===== src/rtl/core/bitmap_unit_allocator_macros.svh =====
`ifndef BITMAP_UNIT_ALLOCATOR_MACROS_SVH
`define BITMAP_UNIT_ALLOCATOR_MACROS_SVH

// Check that cons holds in the same cycle as ante, outside reset.
`define BUA_ASSERT_IMPL(label, ante, cons) \
  label: assert property (@(posedge clk_i) disable iff (!rst_ni) (ante) |-> (cons)) \
    else $error("bitmap allocator check failed");

// Check that cons holds in the cycle after ante, outside reset.
`define BUA_ASSERT_NEXT(label, ante, cons) \
  label: assert property (@(posedge clk_i) disable iff (!rst_ni) (ante) |=> (cons)) \
    else $error("bitmap allocator check failed");

`endif


===== src/rtl/core/bua_pkg.sv =====
package bua_pkg;

  // Field widths fixed by the interface
  localparam int UNIT_W = 14;
  localparam int FSB_W  = 13;
  localparam int CMD_W  = 2;
  localparam int STAT_W = 2;
  localparam int CFG_IDX_W = 1;
  localparam int CFG_DATA_W = UNIT_W;

  // Bit position inside a bitmap word, wide enough for 64-bit words
  localparam int POS_W = 6;

  localparam int unsigned UNIT_COUNT_RST = 128;

  // Configuration register indexes
  localparam logic [CFG_IDX_W-1:0] REG_UNIT_COUNT = 1'b0;
  localparam logic [CFG_IDX_W-1:0] REG_FIRST_BIT  = 1'b1;

  typedef enum logic [CMD_W-1:0] {
    CMD_ALLOC = 2'd0,
    CMD_MARK  = 2'd1,
    CMD_FREE  = 2'd2
  } cmd_e;

  typedef enum logic [STAT_W-1:0] {
    ST_OK    = 2'd0,
    ST_FULL  = 2'd1,
    ST_RANGE = 2'd2,
    ST_SAME  = 2'd3
  } status_e;

  typedef enum logic [2:0] {
    S_CLEAR,
    S_IDLE,
    S_SCAN,
    S_MODIFY,
    S_DONE
  } state_e;

  // Result of looking at one bitmap word
  typedef struct packed {
    logic             found;  // a usable clear bit exists
    logic [POS_W-1:0] pos;    // lowest usable clear bit
    logic             cur;    // current value of the selected bit
  } word_eval_t;

  // Limit the programmed unit count to the bitmap size
  function automatic logic [UNIT_W-1:0] clamp_count(input logic [UNIT_W-1:0] cnt,
                                                    input int unsigned max_units);
    logic [UNIT_W-1:0] res;
    res = cnt;
    if (32'(cnt) > max_units) res = UNIT_W'(max_units);
    return res;
  endfunction

endpackage


===== src/rtl/core/bua_word.sv =====
module bua_word import bua_pkg::*; #(
  parameter int WORD_BITS = 32
) (
  input  logic [WORD_BITS-1:0]         word_i,
  input  logic                         lo_en_i,
  input  logic [$clog2(WORD_BITS)-1:0] lo_bit_i,
  input  logic                         hi_en_i,
  input  logic [$clog2(WORD_BITS)-1:0] hi_bit_i,
  input  logic [$clog2(WORD_BITS)-1:0] sel_bit_i,
  input  logic                         alloc_i,
  input  logic                         set_i,
  output word_eval_t                   eval_o,
  output logic [WORD_BITS-1:0]         wdata_o
);

  localparam int BW = $clog2(WORD_BITS);

  logic [WORD_BITS-1:0] open_bits;
  logic [BW-1:0]        pos;
  logic                 found;
  logic [BW-1:0]        wbit;
  logic                 wval;

  // Mark clear bits that lie inside the search window
  always_comb begin
    for (int b = 0; b < WORD_BITS; b++) begin
      open_bits[b] = !word_i[b]
                     && !(lo_en_i && (BW'(b) < lo_bit_i))
                     && !(hi_en_i && (BW'(b) > hi_bit_i));
    end
  end

  // Pick the lowest open bit
  always_comb begin
    found = 1'b0;
    pos   = '0;
    for (int b = WORD_BITS - 1; b >= 0; b--) begin
      if (open_bits[b]) begin
        found = 1'b1;
        pos   = BW'(b);
      end
    end
  end

  // Build the write-back word
  always_comb begin
    wbit    = alloc_i ? pos : sel_bit_i;
    wval    = alloc_i ? 1'b1 : set_i;
    wdata_o = word_i;
    wdata_o[wbit] = wval;
  end

  assign eval_o.found = found;
  assign eval_o.pos   = POS_W'(pos);
  assign eval_o.cur   = word_i[sel_bit_i];

endmodule


===== config.mk =====
export PLATFORM = sky130hd
export DESIGN_NAME = bua_word
export DESIGN_NICKNAME = d
export VERILOG_FILES = /design/src/rtl/core/bitmap_unit_allocator_macros.svh /design/src/rtl/core/bua_pkg.sv /design/src/rtl/core/bua_word.sv
export SDC_FILE = /design/constraint.sdc
export NUM_CORES = 1
export LEC_CHECK = 0
export BUFFER_PORTS_ARGS = -buffer_cell sky130_fd_sc_hd__buf_2
export CORE_ASPECT_RATIO = 0.8
export CORE_MARGIN = 4
export CORE_UTILIZATION = 43
export DETAILED_ROUTE_END_ITERATION = 12
export GPL_ROUTABILITY_DRIVEN = 1
export MAX_ROUTING_LAYER = met4
export PLACE_DENSITY = 0.67
export RECOVER_POWER = 25
export SKIP_LAST_GASP = 1
export SLEW_MARGIN = 20
export SYNTH_ARGS = -nofsm -noshare
export SYNTH_HDL_FRONTEND = slang
export SYNTH_SLANG_ARGS = --single-unit
export TNS_END_PERCENT = 30

===== constraint.sdc =====
create_clock -name vclk -period 4.28
set_input_delay 0.642 -clock vclk [all_inputs]
set_output_delay 0.642 -clock vclk [all_outputs]
set_load 0.02 [all_outputs]

## After elaboration in Yosys (flattened, before gate mapping)

Cells that the tools add are included.

- Reduce and logical (&&, ||, !) cells: 225
- Mux-type cells: 71
- $lt $le $gt $ge: 67

Operators with widths:

| kind | number |
|---|---|
| 5-bit 2-to-1 mux | 33 |
| 1-bit logical AND | 129 |
| 1-bit logical NOT | 96 |
| 5-bit greater-than comparator (first input constant) | 16 |
| 5-bit < comparator (first input constant) | 16 |
| 4-bit by 5-bit greater-than comparator with 1-bit output (first input constant) | 8 |
| 4-bit by 5-bit < comparator with 1-bit output (first input constant) | 8 |
| 1-bit 2-to-1 mux | 35 |
| 32-bit bitwise mux | 1 |
| 3-bit by 5-bit greater-than comparator with 1-bit output (first input constant) | 4 |
| 3-bit by 5-bit < comparator with 1-bit output (first input constant) | 4 |
| 5-bit by 6-bit < comparator with 1-bit output (second input constant) | 2 |
| 1-bit by 5-bit greater-than comparator with 1-bit output (first input constant) | 2 |
| 2-bit by 5-bit greater-than comparator with 1-bit output (first input constant) | 2 |
| 1-bit by 5-bit < comparator with 1-bit output (first input constant) | 2 |
| 2-bit by 5-bit < comparator with 1-bit output (first input constant) | 2 |
| 1-bit binary-select mux with 5-bit select | 1 |
| 1-bit demux with 5-bit select | 1 |
| 5-bit by 1-bit greater-or-equal comparator with 1-bit output (second input constant) | 1 |

- Flip-flop bits (word level): 0
- Output and inout bits: 40

## Logic depth before layout (Yosys ltp)

- Depth in word-level cells: 43
- Mapped depth: 12
- Gate-level depth less buffers: 9

## Least setup slack after synthesis

Ideal clock, no wire load.

- Path kind: input to output
- Start: input port lo_en_i
- End: output port wdata_o[0]
- Stages on the path: 11
- Required time: 3.638 ns
- Path slack: 0.320 ns
- Path buffers: 2
- Arrival: 3.318 ns
- Cells stage by stage: buf_4 > and3_1 > buf_6 > a21oi_1 > o22a_1 > or4b_4 > a311oi_4 > o22ai_4 > nor4_4 > nor3b_2 > mux2_1

- Word-level cells in the longest chain between the ends: 42
- Elaborated cells between the ends (all ways): 167
- Those cells by class: order compare: 2; mux: 36; reduce/logical: 129

RTL lines:

| what | line | text |
|---|---|---|
| start: declaration | bua_word.sv:5 | `input logic lo_en_i,` |
| 1-bit logical AND | bua_word.sv:28 | `&& !(lo_en_i && (BW'(b) < lo_bit_i))` |
| 1-bit logical NOT | bua_word.sv:28 |  |
| 1-bit logical AND | bua_word.sv:28 |  |
| 1-bit logical AND | bua_word.sv:29 | `&& !(hi_en_i && (BW'(b) > hi_bit_i));` |
| 5-bit 2-to-1 mux (31 in a row) | bua_word.sv:38 | `if (open_bits[b]) begin` |
| 5-bit 2-to-1 mux (*) | bua_word.sv:38 |  |
| 5-bit 2-to-1 mux (*) | bua_word.sv:47 | `wbit = alloc_i ? pos : sel_bit_i;` |
| 5-bit by 6-bit < comparator with 1-bit output (not written as such) or 5-bit by 1-bit greater-or-equal comparator with 1-bit output (tied branches) | bua_word.sv:50 | `wdata_o[wbit] = wval;` |
| 1-bit logical AND (not written as such) | bua_word.sv:50 |  |
| 1-bit 2-to-1 mux (not written as such) | bua_word.sv:50 |  |
| 1-bit demux with 5-bit select (*) | bua_word.sv:50 |  |
| 32-bit bitwise mux (*) | bua_word.sv:50 |  |
| end: declaration | bua_word.sv:13 | `output logic [WORD_BITS-1:0] wdata_o` |

Every way passes the cells marked *; elsewhere a longest branch is shown, timed or not.

## Worst setup path in the final report

- Start: input port hi_bit_i[4]
- End: output port wdata_o[19]

- Word-level cells in the longest chain between the ends: 42
- Elaborated cells between the ends (all ways): 167
- Those cells by class: order compare: 34; mux: 36; reduce/logical: 97

RTL lines:

| what | line | text |
|---|---|---|
| start: declaration | bua_word.sv:8 | `input logic [$clog2(WORD_BITS)-1:0] hi_bit_i,` |
| 5-bit greater-than comparator | bua_word.sv:29 |  |
| 1-bit logical AND | bua_word.sv:29 |  |
| 1-bit logical NOT | bua_word.sv:29 |  |
| 1-bit logical AND | bua_word.sv:29 |  |
| 5-bit 2-to-1 mux (31 in a row) | bua_word.sv:38 |  |
| 5-bit 2-to-1 mux (*) | bua_word.sv:38 |  |
| 5-bit 2-to-1 mux (*) | bua_word.sv:47 |  |
| 5-bit by 6-bit < comparator with 1-bit output (not written as such) or 5-bit by 1-bit greater-or-equal comparator with 1-bit output (tied branches) | bua_word.sv:50 |  |
| 1-bit logical AND (not written as such) | bua_word.sv:50 |  |
| 1-bit 2-to-1 mux (not written as such) | bua_word.sv:50 |  |
| 1-bit demux with 5-bit select (*) | bua_word.sv:50 |  |
| 32-bit bitwise mux (*) | bua_word.sv:50 |  |

Marked as above.

==> results.md <==
- The required arrival time at the worst endpoint is approximately 3.6 ns.
- In the finished design, the share of the clock period the worst path needs comes to 1.01.
- The detailed-routing iteration count for the pre-antenna-repair pass is 5.
- STA classifies the critical path startpoint as an input port.
- In this run the mean area of a mapped cell was 7.80 sq um.
- The placeable core region is roughly 5600 sq um.
- The number of pins with negative max-slew slack in the final report came to 0.
- Once detail routing completed, the nets flagged for antenna violations numbered 0.
- The fraction of layout cells with a size suffix above 1 is 0.574.
- The global-route wire length before repair is around 17 mm.
- The count of hold buffers inserted by post-cts repair is 0.
- In this run the power density over the cells is 142 nW/um^2.
- The average wire per cell in the routed design is roughly 21 microns.
- The critical path capture point type is an output pin.
- The count of clock-net buffers in the final layout is 0.
- The final reports fail on negative setup slack.
- In this run the count of I/O pins placed on the die edge is slightly above 90.
- Setup repair after global routing could not meet its margin everywhere.
- The tool flagged a number of max-cap violations equal to 0.
- The post-layout net count is between 500 and 600.
- The final routed wirelength across all metal layers is roughly 12 mm.
- The number of global-route vias before repair is between 3000 and 4000.
- The worst pin sits at a relative slew slack of 0.463.
- Counting stages on the worst path, the most repeated cell is sky130_fd_sc_hd__buf_4.
- Leaving out fill and tap cells, the most frequent cells in the layout are sky130_fd_sc_hd__buf_4 (89), sky130_fd_sc_hd__buf_2 (70), sky130_fd_sc_hd__a21oi_1 (30).
- The layout overhead on the synthesized area is 60.6%.
- For this run, design rule violations remaining after detail routing come to 0.
- The total overflow reported by the global router is 0.
- The least setup slack across all paths after layout is -0.0265 ns.
- The worst min-delay path category is input port to output pin.
- The largest driver fanout on the critical path is 8.
- The leakage power summed over all cells is 0.00184 uW.
- In this run the horizontal extent of the chip is approximately 95 microns.
- In this run, placement finished with an instance count of 542.
- At the pin with the least slew margin, the transition time is between 0.8 and 0.9 ns.
- The signal on the critical path passes through buf_4, buf_4, nand3_1, a221oi_2, o21ai_2, buf_4, a211oi_2, buf_4, o211ai_2, a211oi_4, buf_4, nor4_4, buf_4, buf_4, mux2i_1, a21oi_1, buf_4.
- The number of antenna diodes is 0.
- The effective utilization at floorplan is 0.459.
- Subtracting the final worst setup slack from the clock period gives between 4 and 5 ns.
- The die is 77.4 microns tall.
- The design has 0 sequential cells.
- For this run, the slowest stage of the critical path takes 0.58 ns.
- The total die area is 7340 sq um.
- The slowest stage of the critical path is the sky130_fd_sc_hd__a211oi_4 cell.
- The sequential cells in the finished layout cover a total of 0 sq um.
- At the placement stage, the worst setup path has a slack of -0.124 ns.
- The number of antenna violations at the first check in global routing is 0.
- The count of cells in the finished layout, fillers not included, comes to 562.
- The cell count after synthesis came out at between 300 and 400.
- The detailed-route vias per instance is around 6.5.
- The number of port buffers is 90.
- The final weighted congestion in routability-driven placement is a little under 1.
- The count of yosys warnings during synthesis is 0.
- The achievable frequency is about 230 MHz.
- The worst setup path is of the input port to output pin kind.
- The sum of negative setup slack is -0.0835 ns.
- VDD sags by at most between 0.00007 and 0.00008 V.
- The number of distinct library cells after synthesis is a little over 80.
- The sequential fraction of the synthesis area is 0.
- The flow ran to the end, but the final reports show violations.
- Setup violations remaining at the end of the flow were counted as 7.
- The first routing iteration left between 400 and 500 violations.
- The number of nets in the synthesized netlist is 383.
- The number of failing hold endpoints at the final stage is 0.
- The total routing usage reported by global routing is 0.297.
- Across all layers, the routed design uses ~3600 vias.
- Data on the critical path arrives at its endpoint at ~3.7 ns.
- After synthesis the cells add up to 2590 sq um.
- Leaving out fill and tap cells, the most frequent cell in the layout is sky130_fd_sc_hd__buf_4.
- Entering global routing, the biggest net connects 25 pins.
- The count of standard-cell rows is 24.
- Summed over all nets, the half-perimeter wirelength after detailed placement is 8.89 mm.
path summary, 6_finish.rpt:
path  slack, ns        start  cells past startpoint           to
max       -0.03  hi_bit_i[4]                     17  wdata_o[19]
min        1.66   word_i[16]                      3  wdata_o[16]
per-stage QoR:
stage	power (uW)	util	hold WS [ns]	instance area, sq um
after global routing	626	0.737	1.67	4160
after global placement	486	0.623	1.66	3510
after CTS	502	0.633	1.66	3570
final	593	0.737	1.66	4160
after floorplan	298	-	1.45	2590
after detailed placement	491	0.623	1.66	3510
synthesized netlist by cell type, types with 3 or more instances:
| library cell | number | share of area |
|---|---|---|
| sky130_fd_sc_hd__and4_1 | 3 | 0.010 |
| sky130_fd_sc_hd__nor3b_2 | 6 | 0.029 |
| sky130_fd_sc_hd__nor2_1 | 20 | 0.029 |
| sky130_fd_sc_hd__buf_1 | 3 | 0.0043 |
| sky130_fd_sc_hd__and2_1 | 6 | 0.014 |
| sky130_fd_sc_hd__nand2_1 | 18 | 0.026 |
| sky130_fd_sc_hd__mux2_1 | 16 | 0.070 |
| sky130_fd_sc_hd__nor2b_1 | 7 | 0.017 |
| sky130_fd_sc_hd__a221oi_1 | 9 | 0.030 |
| sky130_fd_sc_hd__o211ai_2 | 5 | 0.024 |
| sky130_fd_sc_hd__buf_2 | 12 | 0.023 |
| sky130_fd_sc_hd__or3_1 | 3 | 0.0072 |
| sky130_fd_sc_hd__a21o_1 | 11 | 0.032 |
| sky130_fd_sc_hd__or2_2 | 5 | 0.012 |
| sky130_fd_sc_hd__buf_6 | 3 | 0.013 |
| sky130_fd_sc_hd__nor3_1 | 8 | 0.015 |
| sky130_fd_sc_hd__a21oi_1 | 32 | 0.062 |
| sky130_fd_sc_hd__nor4_4 | 3 | 0.025 |
| sky130_fd_sc_hd__nand3_1 | 5 | 0.0097 |
| sky130_fd_sc_hd__mux4_2 | 10 | 0.087 |
| sky130_fd_sc_hd__nand2b_1 | 3 | 0.0072 |
| sky130_fd_sc_hd__a211o_1 | 7 | 0.024 |
| sky130_fd_sc_hd__o21a_1 | 4 | 0.012 |
| sky130_fd_sc_hd__clkbuf_1 | 5 | 0.0072 |
| sky130_fd_sc_hd__o211ai_1 | 6 | 0.017 |
| sky130_fd_sc_hd__o21ai_0 | 15 | 0.029 |
| sky130_fd_sc_hd__a31oi_1 | 5 | 0.012 |
| sky130_fd_sc_hd__a211oi_1 | 5 | 0.014 |
| sky130_fd_sc_hd__nor3b_1 | 4 | 0.012 |
| sky130_fd_sc_hd__inv_1 | 15 | 0.022 |
| sky130_fd_sc_hd__buf_4 | 6 | 0.017 |
| sky130_fd_sc_hd__mux2i_1 | 13 | 0.050 |
worst max-delay path: cells and delay by family:
| kind | cells | cell delay [ns] |
|---|---|---|
| mux | 1 | 0.11 |
| compound gates | 6 | 1.49 |
| simple gates | 2 | 0.15 |
| buf+inv | 8 | 1.24 |
layer usage:
layer  wire (microns)  part of all wire  global-route usage  vias to the layer above
met1             4910              0.41               0.444                     1744
met4              265             0.022              0.0331                        0
met5                0                 0                   -                        -
li1                 -                 -                   -                     1618
met3             1200              0.10              0.0222                       29
met2             5500              0.46               0.450                      257
cells by family (layout without fill, tap and decap cells):
| kind of cell | Yosys count | in the layout | synth area share |
|---|---|---|---|
| and+or+nand+nor | 108 | 108 | 0.276 |
| other | 1 | 1 | 0.00145 |
| muxes | 40 | 40 | 0.211 |
| AOI/OAI and AO/OA | 139 | 139 | 0.424 |
| buffers and inverters | 44 | 196 | 0.0870 |
what timing repair did:
action,in CTS,in global routing
buffers inserted,2,16
endpoints found under the setup margin,17,31
gates resized for setup,12,104
pin swaps,4,29
endpoints found under the hold margin,0,0
cloned,0,3
area by class of cell:
class                      instances  area [sq um]
inverter                          15          56.3
tap                               78          97.6
multi-input combinational        288          2660
timing repair buffer             181          1350
fill                             429          1490
where the power goes:
group	internal, uW	switching, uW
Sequential	0	0
Clock	0	0
Combinational	271	322
Power figures use the tool's default switching activity.
